File: src/hdl/sat_pkg.sv
// shared constants and types for the section address translator
package sat_pkg;

    // number of section table slots, one cell each
    localparam int SECTIONS = 16;
    localparam int IDX_W    = (SECTIONS > 1) ? $clog2(SECTIONS) : 1;

    // field widths
    localparam int ADDR_W    = 32;
    localparam int RAW_W     = 64;
    localparam int SEL_W     = 4;
    localparam int COUNT_W   = 5;
    localparam int STATUS_W  = 2;
    localparam int CFG_IDX_W = 2;
    localparam int OFFSET_W  = ADDR_W + 1;

    // command codes
    localparam logic CMD_TRANSLATE = 1'b0;
    localparam logic CMD_WRITE     = 1'b1;

    // result status codes
    localparam logic [STATUS_W-1:0] STAT_HEADER = 2'd0;
    localparam logic [STATUS_W-1:0] STAT_HIT    = 2'd1;
    localparam logic [STATUS_W-1:0] STAT_MISS   = 2'd2;

    // configuration register indexes
    localparam logic [CFG_IDX_W-1:0] REG_HEADER_SIZE   = 2'd0;
    localparam logic [CFG_IDX_W-1:0] REG_BASE_ADDRESS  = 2'd1;
    localparam logic [CFG_IDX_W-1:0] REG_SECTION_COUNT = 2'd2;

    // transaction as it moves along the row of cells
    typedef struct packed {
        logic                valid;
        logic                cmd;
        logic [ADDR_W-1:0]   rel_address;
        logic [SEL_W-1:0]    entry_index;
        logic [ADDR_W-1:0]   entry_start;
        logic [ADDR_W-1:0]   entry_length;
        logic [ADDR_W-1:0]   entry_raw_offset;
        logic                hit;
        logic [OFFSET_W-1:0] offset;
    } chain_item_t;

endpackage

File: src/hdl/sat_cell.sv
// one section slot: holds its window and checks each passing transaction
module sat_cell import sat_pkg::*; (
    input  logic               aclk,
    input  logic               aresetn,
    input  logic               advance,
    input  logic [IDX_W-1:0]   cell_id,
    input  logic [COUNT_W-1:0] section_count,
    input  chain_item_t        item_in,
    output chain_item_t        item_out
);

    logic [ADDR_W-1:0] entry_start_reg;
    logic [ADDR_W-1:0] entry_length_reg;
    logic [ADDR_W-1:0] entry_raw_reg;
    chain_item_t       stage_reg;
    chain_item_t       stage_next;
    logic              valid_reg;
    logic              active;
    logic              in_window;
    logic              slot_write;
    logic [ADDR_W-1:0] win_offset;

    // slot takes part in the search and owns the written index
    assign active     = 32'(cell_id) < 32'(section_count);
    assign slot_write = advance && item_in.valid && (item_in.cmd == CMD_WRITE)
                        && (32'(cell_id) == 32'(item_in.entry_index));

    // window check: address at or above start and less than length beyond it
    assign win_offset = item_in.rel_address - entry_start_reg;
    assign in_window  = active && (item_in.rel_address >= entry_start_reg)
                        && (win_offset < entry_length_reg);

    // first matching slot claims the transaction
    always_comb begin
        stage_next = item_in;
        if (item_in.cmd == CMD_TRANSLATE && !item_in.hit && in_window) begin
            stage_next.hit    = 1'b1;
            stage_next.offset = {1'b0, win_offset} + {1'b0, entry_raw_reg};
        end
    end

    // slot contents, written as a write transaction passes
    always_ff @(posedge aclk) begin
        if (slot_write) begin
            entry_start_reg  <= item_in.entry_start;
            entry_length_reg <= item_in.entry_length;
            entry_raw_reg    <= item_in.entry_raw_offset;
        end
    end

    // stage register towards the next cell
    always_ff @(posedge aclk) begin
        if (!aresetn) begin
            valid_reg <= 1'b0;
        end else if (advance) begin
            valid_reg <= item_in.valid;
        end
    end

    always_ff @(posedge aclk) begin
        if (advance) begin
            stage_reg <= stage_next;
        end
    end

    always_comb begin
        item_out       = stage_reg;
        item_out.valid = valid_reg;
    end

endmodule

File: config.mk
export PLATFORM = sky130hd
export DESIGN_NAME = sat_cell
export DESIGN_NICKNAME = d
export VERILOG_FILES = /design/src/hdl/sat_pkg.sv /design/src/hdl/sat_cell.sv
export SDC_FILE = /design/constraint.sdc
export NUM_CORES = 1
export LEC_CHECK = 0
export BUFFER_PORTS_ARGS = -buffer_cell sky130_fd_sc_hd__buf_2
export CORE_UTILIZATION = 45
export CTS_CLUSTER_SIZE = 16
export DETAILED_ROUTE_END_ITERATION = 8
export PLACE_DENSITY = 0.73
export SLEW_MARGIN = 20
export SYNTH_ARGS = -nofsm -noshare
export SYNTH_HDL_FRONTEND = slang
export SYNTH_SLANG_ARGS = --single-unit
File: constraint.sdc
create_clock -name aclk -period 10.7 [get_ports aclk]
set_input_delay 0 -clock aclk [delete_from_list [all_inputs] [get_ports aclk]]
set_output_delay 0 -clock aclk [all_outputs]
set_load 0.02 [all_outputs]
==> results of run 1 <==
-- how the worst min path moves through the flow --
stage	startpoint	endpoint	slack, ns
floorplan	item_in[66]	entry_length_reg[0]$_DFFE_PP_	0.1
finish	item_in[98]	item_out[98]$_DFFE_PP_	0.19
CTS	item_in[118]	item_out[118]$_DFFE_PP_	0.17
global placement	item_in[97]	item_out[97]$_DFFE_PP_	0.19
detailed placement	item_in[80]	item_out[80]$_DFFE_PP_	0.19
global route	item_in[116]	item_out[116]$_DFFE_PP_	0.18
-- area by class of cell --
class	instances	area (sq um)	share of cell area, %
timing repair buffer	523	3490	20.1
clock inverter	15	134	0.772
clock buffer	36	752	4.34
sequential	264	7920	45.7
tap	372	465	2.69
multi-input combinational	531	4240	24.5
antenna	3	7.51	0.0433
inverter	86	323	1.86
-- routing by layer --
metal,track usage (%),routed length (um)
met5,0,11
met4,8.30,1150
met3,3.48,1710
met2,39.7,16200
met1,29.6,14300
-- synthesized netlist by cell type, types with 4 or more instances --
library cell  number
nor4_1             4
o21a_1             8
mux2_2             6
nand3_1           13
and2_1             4
nand2b_1           4
inv_1             86
xnor2_1           32
a21oi_1           52
xor2_1            20
edfxtp_1         263
nor2_1            29
o21ai_1            4
nor3_1             5
nand2_1           31
ha_1              98
a21o_1            37
clkbuf_1           7
or3_1              4
mux2_1            27
a31oi_1           13
nor2b_1           12
a311o_1            4
o21ai_0           25
and3_1             7
a211oi_1          10
nand4_1           18
-- worst max-delay path: stages (launching register included) --
cell       delay [ns]
edfxtp_1         0.38
ha_1             0.23
fa_1             0.41
nand2b_1         0.18
a21oi_1          0.18
o2111ai_1        0.17
a31oi_1          0.31
o21ai_0          0.25
o21bai_1         0.32
a31oi_1          0.14
xnor2_1          0.45
ha_1             0.35
a21o_1           0.16
a21oi_1          0.26
o2111ai_1        0.20
a21oi_1          0.17
o21a_1           0.13
buf_4            0.38
mux2_2           0.40
-- report_power, final --
part	switching (mW)	internal [mW]	leakage, nW	total (mW)
clock network	0.392	0.544	0.423	0.936
registers	0.0142	1.20	2.51	1.21
logic	0.281	0.203	4.51	0.484
-- cell families (layout without fill, tap and decap cells) --
logic type / count (synthesis) / count (layout) / share of synthesized area (%)
DFF: 264 / 264 / 63.1
AOI/OAI and AO/OA: 201 / 201 / 10.9
and+or+nand+nor: 142 / 142 / 5.89
adders and majority gates: 100 / 100 / 10.1
buffers and inverters: 98 / 660 / 3.17
xor gates and xnor gates: 52 / 52 / 3.63
muxes: 36 / 36 / 3.20
other: 0 / 3 / 0
==> out/metrics.yaml, run 1 <==
power.density_nw_per_um2: 152
chipWidth_um: 169
ant_nets: 0
largest_register_ffs: 167
clock-sinks: 264
track_usage_pct: 23.1
clock_skew_ns: 0.0153
ir_worst_vdd_uv: 126
area_growth_pct: 38.1
dpl-instance-area_sq_um: 14700
place_inst: 1606
pre_cts_ws_ns: 5.42
r2r-end: "item_out[1]$_DFFE_PP_"
fill_cells: 2008
synth-main-ff-cell: "edfxtp_1"
antenna_found_initial: 4
reg2reg_from: "entry_start_reg[0]$_DFFE_PP_"
cts_buffers: 28
port_buffers: 347
cts_root_buf: "clkbuf_16"
fin_util_pct: 63.8
gp_congestion: 0.911
avgSynthCellArea_sq_um: 14.1
period_needed_ns: 5.37
path_class: "flop to flop"
cp-endpoint: "item_out[1]$_DFFE_PP_"
first_pass_iters: 5
status: "completed"
final_common_cell: "buf_2"
hold_class: "input pin to flop"
grt_pass1_wl_um: 50500
wirelength_um: 33400
fin_area_sq_um: 17300
holdWs_ns: 0.190
core_region_area_sq_um: 27200
synth_nets: 1173
cp-end-kind: "flop"
cts_buffer_depth: 3
start_util_pct: 46.2
dieHeight_um: 169
totalPowerFinal_mw: 2.63
rsz0062_at_grt: "false"
maxSlewViolCount: 0
drc_errors: 0
yosysTopAreaCell: "edfxtp_1"
finalSetupTns_ns: 0
async_flop_share_pct: 0
maxSlewHeadroom_pct: 33.5
min_delay_path_depth: 2
start_kind: "flop"
hold_violations: 0
setup_violations: 0
yosysUniqueCellTypes: 69
fmax_mhz: 186
wl_per_cell_um: 18.2
ios: 348
synth_warnings: 0
cts-htree-levels: 1
grt_overflow_total: 0
synthesis.area_sq_um: 12600
period_share_pct: 50.2
grt_max_degree: 78
clock_latency_ns: 0.54
vias: 9312
cts_resized: 0
arrival_ns: 5.65
cts_tree: "built"
num_rows: 60
fin_ws_ns: 5.33
drtIter0Drc: 696
synth_seq_cells: 264
syn_inst: 893
final_cell_mix: "buf_2 (346), edfxtp_1 (263), dlygate4sd3_1 (170)"
drive_gt1_share_pct: 28.4
postCtsSetupRepairBufs: 0
synth_edf_count: 263
clk_pin_slew_ns: 0.07
grt_pass1_vias: 9605
die_area_sq_um: 28600
final_cell_count_no_fill: 1830
final_net_count: 1714
dp_hpwl_um: 23200
tightest_slew_ns: 0.998
cap_violations: 0
ff2ff_path_depth: 18
yosys-top-cells-area: "edfxtp_1 (63%), ha_1 (9.8%), inv_1 (2.6%), mux2_1 (2.4%), xnor2_1 (2.2%)"
synth_top_area_share_pct: 62.9
seq_area_frac_synth_pct: 63.1
worstPathRequired_ns: 10.98
crit_start: "entry_start_reg[0]$_DFFE_PP_"
rrSetupSlack_ns: 5.33
p_leak_nw: 7.43
vias_per_cell: 5.09
hold_buffers: 170
cp_max_fo: 34
Power figures use the tool's default switching activity.
==> run 2, diff against run 1 <==
Clock period 10.7 ns to 4.9 ns, I/O delays scaled along.
==> run 2 against run 1 <==
Net effect: the flow now finishes with violations (setup timing); final cell count grew 2.0%; die area is the same; count of clock-buffer cells in the layout shrank 3; fmax grew 5.8%; setup slack lost 5.5 ns; first-iteration DRC count grew 2.9%; sequential power grew 120%; design area grew 3.0%; highest routed layer is now met4.
==> out/metrics.yaml, run 2 (synthesis results as in run 1) <==
status: "complete, but fails checks"
violations: "setup timing"
vias_per_cell: 5.22  # +2.6%
cap_violations: 0  # unchanged
p_leak_nw: 7.71  # +3.7%
hold_class: "input pin to flop"
ant_nets: 0  # unchanged
finalSetupTns_ns: -5.28  # -5.28 ns
period_needed_ns: 5.07  # -0.296 ns
cts_tree: "built"
fmax_mhz: 197  # +5.8%
grt_overflow_total: 0  # unchanged
die_area_sq_um: 28600  # unchanged
largest_register_ffs: 167  # unchanged
core_region_area_sq_um: 27200  # unchanged
first_pass_iters: 5  # unchanged
holdWs_ns: 0.0611  # -0.129 ns
maxSlewViolCount: 0  # unchanged
grt_max_degree: 76  # -2.6%
gp_congestion: 0.923  # +1.3%
pre_cts_ws_ns: -0.113  # -5.53 ns
final_net_count: 1755  # +2.4%
start_kind: "flop"
cts_buffers: 28  # unchanged
grt_pass1_wl_um: 52900  # +4.8%
power.density_nw_per_um2: 323  # +110%
maxSlewHeadroom_pct: 34.6  # +1.2 points
setup_violations: 33  # +33
cts_root_buf: "clkbuf_16"
place_inst: 1633  # +1.7%
totalPowerFinal_mw: 5.76  # +120%
cts_buffer_depth: 3  # unchanged
num_rows: 60  # unchanged
vias: 9748  # +4.7%
fin_util_pct: 65.7  # +1.9 points
fin_area_sq_um: 17900  # +3.0%
cp_max_fo: 17  # -50%
cp-end-kind: "flop"
wirelength_um: 35900  # +7.4%
start_util_pct: 46.2  # unchanged
dieHeight_um: 169  # unchanged
drive_gt1_share_pct: 32.3  # +3.9 points
drtIter0Drc: 716  # +2.9%
chipWidth_um: 169  # unchanged
hold_violations: 0  # unchanged
cts-htree-levels: 1  # unchanged
port_buffers: 347  # unchanged
worstPathRequired_ns: 5.18  # -5.80 ns
dpl-instance-area_sq_um: 15000  # +1.5%
track_usage_pct: 24.3  # +1.3 points
final_cell_count_no_fill: 1867  # +2.0%
fin_ws_ns: -0.172  # -5.50 ns
antenna_found_initial: 1  # -3
wl_per_cell_um: 19.2  # +5.3%
rsz0062_at_grt: "true"
tightest_slew_ns: 0.981  # -0.0173 ns
area_growth_pct: 42.2
grt_pass1_vias: 9877  # +2.8%
clock_latency_ns: 0.55  # about the same
final_common_cell: "buf_2"
path_class: "flop to flop"
clock_skew_ns: 0.0214  # +0.00610 ns
dp_hpwl_um: 23800  # +2.7%
arrival_ns: 5.35  # -0.30 ns
period_share_pct: 104  # +53 points
clk_pin_slew_ns: 0.06  # about the same
fill_cells: 1972  # -1.8%
ios: 348  # unchanged
drc_errors: 0  # unchanged
final_cell_mix: "buf_2 (346), edfxtp_1 (263), dlygate4sd3_1 (172)"
clock-sinks: 264  # unchanged
ir_worst_vdd_uv: 242  # +92%
## run 2: timing repair
| item | 4_1_cts | 5_1_grt |
|---|---|---|
| resized for setup | 9 | 40 |
| setup endpoints to repair | 33 | 34 |
| buffers inserted | 4 | 6 |
| hold buffers | 172 | 0 |
| cloned | 2 | 1 |
| pin swaps | 2 | 20 |
| endpoints found under the hold margin | 305 | 0 |
## run 2: layout make-up
class	instances	area, sq um	share of cell area [%]
Tap cell	372	465	2.61
Inverter	86	323	1.81
Clock buffer	33	719	4.03
Multi-Input combinational cell	531	4450	24.9
Sequential cell	264	7920	44.3
Antenna cell	1	2.50	0.0140
Timing Repair Buffer	564	3860	21.6
Clock inverter	16	115	0.645
## run 2: worst paths after layout
path,start,end,slack (ns),cells past startpoint
setup / recovery,entry_start_reg[1]$_DFFE_PP_,item_out[16]$_DFFE_PP_,-0.17,19
hold / removal,cell_id[0],entry_raw_reg[31]$_DFFE_PP_,0.06,3
setup reg to reg,entry_start_reg[1]$_DFFE_PP_,item_out[16]$_DFFE_PP_,-0.17,19
hold reg to reg,entry_raw_reg[0]$_DFFE_PP_,item_out[0]$_DFFE_PP_,0.71,2
## run 2: worst max-delay path, cell delays in order (launching register included)
cell and delay, ns:
edfxtp_1 0.42, inv_2 0.09, ha_4 0.20, nor2b_4 0.13
o31a_1 0.35, o31ai_4 0.30, a32oi_2 0.17, a31o_1 0.26
o21a_1 0.22, o211a_1 0.21, a311o_1 0.40, ha_4 0.28
a21o_1 0.15, a21o_1 0.18, a2111oi_4 0.28, o221ai_1 0.17
a21oi_1 0.15, o21a_2 0.24, buf_6 0.24, mux2_1 0.35
## run 2: power breakdown
| group | leakage [nW] | internal, mW | switching [mW] |
|---|---|---|---|
| clock network | 0.407 | 1.10 | 0.874 |
| registers | 2.51 | 2.62 | 0.0322 |
| logic | 4.80 | 0.498 | 0.645 |
| total | 7.71 | 4.21 | 1.55 |
## run 2: metal layers
layer  vias to the layer above  wire [um]  global-route usage, %  part of all wire, %
met5                         -          0                      0                    0
met4                         0       1370                   9.71                  3.8
met1                      4690      14900                   30.5                   41
met2                       388      17600                   42.3                   49
li1                       4587          -                      -                    -
met3                        83       2050                   3.88                  5.7
