`config.mk`:
```
export PLATFORM = sky130hd
export DESIGN_NAME = sat_out
export DESIGN_NICKNAME = d
export VERILOG_FILES = /design/src/hdl/sat_pkg.sv /design/src/hdl/sat_out.sv
export SDC_FILE = /design/constraint.sdc
export NUM_CORES = 1
export LEC_CHECK = 0
export BUFFER_PORTS_ARGS = -buffer_cell sky130_fd_sc_hd__buf_2
export CAP_MARGIN = 40
export CORE_ASPECT_RATIO = 0.9
export CORE_MARGIN = 3
export CORE_UTILIZATION = 45
export DETAILED_ROUTE_END_ITERATION = 10
export HOLD_SLACK_MARGIN = 0.02
export PLACE_DENSITY_LB_ADDON = 0.12
export SLEW_MARGIN = 20
export SYNTH_ARGS = -nofsm -noshare
export SYNTH_HDL_FRONTEND = slang
export SYNTH_SLANG_ARGS = --single-unit
```
`constraint.sdc`:
```
create_clock -name aclk -period 3.15 [get_ports aclk]
set_input_delay 0.63 -clock aclk [delete_from_list [all_inputs] [get_ports aclk]]
set_output_delay 0.63 -clock aclk [all_outputs]
set_load 0.02 [all_outputs]
```
`src/hdl/sat_pkg.sv`:
```
// shared constants and types for the section address translator
package sat_pkg;

    // number of section table slots, one cell each
    localparam int SECTIONS = 16;
    localparam int IDX_W    = (SECTIONS > 1) ? $clog2(SECTIONS) : 1;

    // field widths
    localparam int ADDR_W    = 32;
    localparam int RAW_W     = 64;
    localparam int SEL_W     = 4;
    localparam int COUNT_W   = 5;
    localparam int STATUS_W  = 2;
    localparam int CFG_IDX_W = 2;
    localparam int OFFSET_W  = ADDR_W + 1;

    // command codes
    localparam logic CMD_TRANSLATE = 1'b0;
    localparam logic CMD_WRITE     = 1'b1;

    // result status codes
    localparam logic [STATUS_W-1:0] STAT_HEADER = 2'd0;
    localparam logic [STATUS_W-1:0] STAT_HIT    = 2'd1;
    localparam logic [STATUS_W-1:0] STAT_MISS   = 2'd2;

    // configuration register indexes
    localparam logic [CFG_IDX_W-1:0] REG_HEADER_SIZE   = 2'd0;
    localparam logic [CFG_IDX_W-1:0] REG_BASE_ADDRESS  = 2'd1;
    localparam logic [CFG_IDX_W-1:0] REG_SECTION_COUNT = 2'd2;

    // transaction as it moves along the row of cells
    typedef struct packed {
        logic                valid;
        logic                cmd;
        logic [ADDR_W-1:0]   rel_address;
        logic [SEL_W-1:0]    entry_index;
        logic [ADDR_W-1:0]   entry_start;
        logic [ADDR_W-1:0]   entry_length;
        logic [ADDR_W-1:0]   entry_raw_offset;
        logic                hit;
        logic [OFFSET_W-1:0] offset;
    } chain_item_t;

endpackage

```
`src/hdl/sat_out.sv`:
```
// result stage: header bypass, base addition and status
module sat_out import sat_pkg::*; (
    input  logic                aclk,
    input  logic                aresetn,
    input  logic                advance,
    input  logic [ADDR_W-1:0]   header_size,
    input  logic [RAW_W-1:0]    base_address,
    input  chain_item_t         item_in,
    output logic                m_valid,
    output logic [RAW_W-1:0]    m_raw_address,
    output logic [STATUS_W-1:0] m_status
);

    logic                valid_reg;
    logic                valid_next;
    logic [RAW_W-1:0]    raw_reg;
    logic [RAW_W-1:0]    raw_next;
    logic [STATUS_W-1:0] status_reg;
    logic [STATUS_W-1:0] status_next;

    // only translate transactions give a result
    assign valid_next = item_in.valid && (item_in.cmd == CMD_TRANSLATE);

    // header region wins over any section hit
    always_comb begin
        priority if (item_in.rel_address < header_size) begin
            raw_next    = base_address + RAW_W'(item_in.rel_address);
            status_next = STAT_HEADER;
        end else if (item_in.hit) begin
            raw_next    = base_address + RAW_W'(item_in.offset);
            status_next = STAT_HIT;
        end else begin
            raw_next    = '0;
            status_next = STAT_MISS;
        end
    end

    always_ff @(posedge aclk) begin
        if (!aresetn) begin
            valid_reg <= 1'b0;
        end else if (advance) begin
            valid_reg <= valid_next;
        end
    end

    always_ff @(posedge aclk) begin
        if (advance) begin
            raw_reg    <= raw_next;
            status_reg <= status_next;
        end
    end

    assign m_valid       = valid_reg;
    assign m_raw_address = raw_reg;
    assign m_status      = status_reg;

endmodule

```
==> impl_results.html <==
<table>
<tr><th>Metric</th><th>Value</th></tr>
<tr><th colspan="2">Floorplanning</th></tr>
<tr><td>Ports placed on the boundary</td><td>334</td></tr>
<tr><td>Die area</td><td>0.0189 mm^2</td></tr>
<tr><td>CORE AREA</td><td>0.0169 mm^2</td></tr>
<tr><td>DIE HEIGHT</td><td>131 um</td></tr>
<tr><td>Initial standard-cell utilization of the core</td><td>46.0%</td></tr>
<tr><td>Die X-Extent</td><td>145 um</td></tr>
<tr><td>Row count</td><td>45</td></tr>
<tr><th colspan="2">CTS</th></tr>
<tr><td>TritonCTS clock tree</td><td>done</td></tr>
<tr><td>Cts-stage hold buffer count</td><td>0</td></tr>
<tr><td>Maximum count of clock buffers along a single path</td><td>2</td></tr>
<tr><td>Maximum level of the CTS H-tree</td><td>3</td></tr>
<tr><td>Total CTS buffers</td><td>9</td></tr>
<tr><td>Number of clock sinks</td><td>67</td></tr>
<tr><td>Clock transition at the register clock pins on the worst setup and hold paths after CTS</td><td>60 ps</td></tr>
<tr><td>Buffer cell driving the clock tree root</td><td>sky130_fd_sc_hd__clkbuf_16</td></tr>
<tr><td>Clock insertion delay at the later pin of the skew report</td><td>330 ps</td></tr>
<tr><th colspan="2">STA</th></tr>
<tr><td>Max frequency</td><td>300 MHz</td></tr>
<tr><td>Final WS setup</td><td>-179 ps</td></tr>
<tr><td>Post-route clock period utilization</td><td>106%</td></tr>
<tr><td>RSZ-0062 raised after global routing</td><td>true</td></tr>
<tr><td>Final-report max-slew violation count</td><td>0</td></tr>
<tr><td>Post-layout min period</td><td>3330 ps</td></tr>
<tr><td>Actual transition at the worst max-transition pin</td><td>577 ps</td></tr>
<tr><td>Final Hold Fails</td><td>0</td></tr>
<tr><td>Hold slack</td><td>504 ps</td></tr>
<tr><td>Tightest slew margin relative to the limit</td><td>61.5%</td></tr>
<tr><td>Number of setup violations in the final report</td><td>17</td></tr>
<tr><td>Largest clock skew in the final design</td><td>0 ps</td></tr>
<tr><th colspan="2">Synthesis</th></tr>
<tr><td>Area fraction in compound gates after synthesis</td><td>27.4%</td></tr>
<tr><td>Proportion of synthesized area in mux cells</td><td>0.658%</td></tr>
<tr><td>Synth Cell Area</td><td>0.00780 mm^2</td></tr>
<tr><td>Number of warnings issued by yosys</td><td>0</td></tr>
<tr><td>Post-Syn Nets</td><td>1309</td></tr>
<tr><td>Mean post-synth cell area</td><td>8.26 um^2</td></tr>
<tr><td>Gate count of the mapped netlist</td><td>944</td></tr>
<tr><td>XOR/XNOR Fraction of Synth Area</td><td>7.08%</td></tr>
<tr><td>Flip-flop and latch count after synthesis</td><td>67</td></tr>
<tr><td>Sequential-to-total area share from yosys stat</td><td>25.7%</td></tr>
<tr><td>Post-synthesis adder-cell area fraction</td><td>15.9%</td></tr>
<tr><td>Post-synthesis share of cell area spent on and, or, nand and nor gates</td><td>18.9%</td></tr>
<tr><td>Proportion of register bits with asynchronous set or reset after synthesis</td><td>0%</td></tr>
<tr><td>Main combinational cell family by area after synthesis</td><td>compound AO/OA/AOI/OAI gates</td></tr>
<tr><td>Count of flip-flops with a built-in enable after synthesis</td><td>66</td></tr>
<tr><td>Main synth FF type</td><td>sky130_fd_sc_hd__edfxtp_1</td></tr>
<tr><td>Number of distinct library cells after synthesis</td><td>82</td></tr>
<tr><th colspan="2">Worst hold path</th></tr>
<tr><td>Cells on Worst Hold Path</td><td>2</td></tr>
<tr><td>Tightest Hold Check Type</td><td>in2reg</td></tr>
<tr><th colspan="2">GRT</th></tr>
<tr><td>First-pass GRT wire length</td><td>41.7 mm</td></tr>
<tr><td>Maximum number of pins on one net before global-route repair</td><td>45</td></tr>
<tr><td>Number of antenna violations at the first check in global routing</td><td>0</td></tr>
<tr><td>Grt ovf</td><td>0</td></tr>
<tr><td>Vias in the first global route</td><td>8445</td></tr>
<tr><td>Total routing resource utilization after global routing</td><td>27.6%</td></tr>
<tr><th colspan="2">Critical path</th></tr>
<tr><td>Flop2flop setup slack</td><td>2460 ps</td></tr>
<tr><td>Crit path launch type</td><td>primary input</td></tr>
<tr><td>Data arrival time of the worst path</td><td>3510 ps</td></tr>
<tr><td>WS Path Type</td><td>in2reg</td></tr>
<tr><td>Critical path required time</td><td>3330 ps</td></tr>
<tr><td>Setup crit end kind</td><td>flip-flop</td></tr>
<tr><td>Number of cells traversed by the worst register-to-register path</td><td>3</td></tr>
<tr><td>CP max FO</td><td>6</td></tr>
<tr><th colspan="2">Place</th></tr>
<tr><td>Final RePlAce weighted congestion</td><td>0.967</td></tr>
<tr><td>HPWL after DPL</td><td>22.3 mm</td></tr>
<tr><td>Worst-case setup slack after placement</td><td>-579 ps</td></tr>
<tr><td>Port bufs</td><td>233</td></tr>
<tr><th colspan="2">Power</th></tr>
<tr><td>Peak supply drop</td><td>0.000231 V</td></tr>
<tr><td>Power per Cell Area</td><td>361 mW/mm^2</td></tr>
<tr><td>Leak</td><td>5.73 nW</td></tr>
<tr><th colspan="2">Routing</th></tr>
<tr><td>Post-route antenna net violation count</td><td>0</td></tr>
<tr><td>Via-per-instance ratio</td><td>5.53</td></tr>
<tr><td>Drt total wl</td><td>28.1 mm</td></tr>
<tr><td>DR WL met2</td><td>12.9 mm</td></tr>
<tr><td>Met1 routed wirelength after detailed routing</td><td>12.8 mm</td></tr>
<tr><td>DR top layer</td><td>met4</td></tr>
<tr><td>Total iterations of the first detailed-routing run</td><td>5</td></tr>
<tr><td>Routed length per placed instance</td><td>16.8 um</td></tr>
<tr><td>Count of unresolved DRC violations after routing</td><td>0</td></tr>
<tr><td>Via total after detailed routing</td><td>9246</td></tr>
<tr><td>Detailed-routed wire length on met3</td><td>1.82 mm</td></tr>
<tr><td>Number of DRC markers in iteration 0</td><td>739</td></tr>
<tr><th colspan="2">Layout</th></tr>
<tr><td>Most frequent cells in the layout</td><td>sky130_fd_sc_hd__buf_4 (253), sky130_fd_sc_hd__buf_2 (225), sky130_fd_sc_hd__nand2_1 (91)</td></tr>
<tr><td>Layout area overhead</td><td>59.7%</td></tr>
<tr><td>N_diodes</td><td>0</td></tr>
<tr><td>Most frequent standard cell in the layout excluding fill and tap cells</td><td>sky130_fd_sc_hd__buf_4</td></tr>
<tr><td>Final-stage net count</td><td>1798</td></tr>
<tr><td>Share of cells above drive strength 1</td><td>45.5%</td></tr>
<tr><th colspan="2">Outcome</th></tr>
<tr><td>Outcome</td><td>finished, violations left</td></tr>
<tr><td>Violations in the final reports</td><td>negative setup slack</td></tr>
<tr><th colspan="2">Job</th></tr>
<tr><td>Number of maximum-capacitance violations</td><td>0</td></tr>
</table>
-- path summary, 6_finish.rpt --
kind / from / to
setup / recovery: item_in[135] / m_raw_address[58]
hold / removal: aresetn / m_valid
setup reg to reg: m_valid / m_valid
hold reg to reg: m_valid / m_valid
-- metrics by stage --
step	std cells	utilization (%)	instance area (um^2)	TNS [ps]	power, mW
detailed placement	1633	65.4	11100	-21370	3.17
global route	1673	73.5	12500	-2700	4.76
floorplan	944	-	7860	-355	2.25
global placement	1633	65.4	11100	-19930	3.15
CTS	1655	68.9	11700	-635	4.34
finish	1673	73.5	12500	-1280	4.50
-- cell type report --
class	instances	area (um^2)
clock buffers	9	225
clock inverters	7	100
fillers	1321	4490
inverters	58	223
multi-input cells	792	6230
flip-flops and latches	67	2000
well taps	235	294
repair buffers	505	3380
-- cell usage after synthesis, types with 4 or more instances --
cell type / n / area (um^2)
sky130_fd_sc_hd__a21oi_1: 103 / 515
sky130_fd_sc_hd__ha_1: 96 / 1200
sky130_fd_sc_hd__nand2_1: 93 / 349
sky130_fd_sc_hd__o21ai_0: 76 / 380
sky130_fd_sc_hd__edfxtp_1: 66 / 1980
sky130_fd_sc_hd__nor2_1: 59 / 221
sky130_fd_sc_hd__inv_1: 57 / 214
sky130_fd_sc_hd__nand3_1: 37 / 185
sky130_fd_sc_hd__xor2_1: 32 / 280
sky130_fd_sc_hd__xnor2_1: 31 / 272
sky130_fd_sc_hd__a21o_1: 23 / 173
sky130_fd_sc_hd__nor3_1: 19 / 95.1
sky130_fd_sc_hd__clkbuf_1: 17 / 63.8
sky130_fd_sc_hd__nand4_1: 14 / 87.6
sky130_fd_sc_hd__o22ai_1: 13 / 81.3
sky130_fd_sc_hd__a31oi_1: 12 / 75.1
sky130_fd_sc_hd__and3_1: 11 / 68.8
sky130_fd_sc_hd__nand2b_1: 11 / 68.8
sky130_fd_sc_hd__o31ai_1: 10 / 75.1
sky130_fd_sc_hd__o211ai_1: 9 / 67.6
sky130_fd_sc_hd__nor2b_1: 8 / 50.1
sky130_fd_sc_hd__or4_1: 8 / 60.1
sky130_fd_sc_hd__a211oi_1: 7 / 52.6
sky130_fd_sc_hd__o21a_1: 7 / 52.6
sky130_fd_sc_hd__or2_2: 7 / 43.8
sky130_fd_sc_hd__a21oi_2: 5 / 43.8
sky130_fd_sc_hd__buf_2: 5 / 25.0
sky130_fd_sc_hd__o21bai_1: 5 / 37.5
sky130_fd_sc_hd__a221oi_1: 4 / 35.0
sky130_fd_sc_hd__a311oi_1: 4 / 35.0
sky130_fd_sc_hd__and2_1: 4 / 25.0
sky130_fd_sc_hd__mux2i_1: 4 / 40.0
sky130_fd_sc_hd__nand4b_1: 4 / 35.0
sky130_fd_sc_hd__o2111ai_1: 4 / 35.0
sky130_fd_sc_hd__o21ai_1: 4 / 20.0
-- cells by family (layout without fill, tap and decap cells) --
logic type,count (synthesis),count (layout)
AO/OA/AOI/OAI,329,329
AND/OR/NAND/NOR,297,297
adder cells (fa/ha/maj),98,98
buffers and inverters,85,579
flip-flops,67,67
XOR/XNOR,63,63
multiplexers,5,5
-- power by group --
part	internal, mW	total [mW]	leakage, nW	switching (mW)
Clock	0.698	1.11	0.149	0.409
Sequential	1.14	1.18	0.649	0.0399
Combinational	1.03	2.22	4.94	1.19
-- critical path: stages --
cell and delay, ps:
sky130_fd_sc_hd__buf_2 120, sky130_fd_sc_hd__ha_1 300, sky130_fd_sc_hd__a2111oi_4 330, sky130_fd_sc_hd__or4_4 220, sky130_fd_sc_hd__a21oi_2 50, sky130_fd_sc_hd__a211o_1 370, sky130_fd_sc_hd__buf_4 170, sky130_fd_sc_hd__a21o_4 250
sky130_fd_sc_hd__nor2_4 140, sky130_fd_sc_hd__o21ai_4 90, sky130_fd_sc_hd__buf_6 170, sky130_fd_sc_hd__or4_4 480, sky130_fd_sc_hd__a21oi_2 160
-- routing by layer --
layer | global-route usage (%) | vias up
li1 | - | 4537
met1 | 39.2 | 4295
met2 | 44.7 | 370
met3 | 3.64 | 44
met4 | 6.14 | 0
met5 | 0 | -
-- repair_timing --
action / in CTS / in global routing
buffers inserted: 6 / 21
gates resized for setup: 45 / 128
endpoints found under the hold margin: 0 / 0
pin swaps: 30 / 55
setup endpoints to repair: 33 / 43
cloned: 1 / 0
-- state kept, by name, indices dropped and copies added (netlist names) --
signal and flops:
m_raw_address 64, m_status 2, m_valid 1
(Power assumes the default switching activity.)
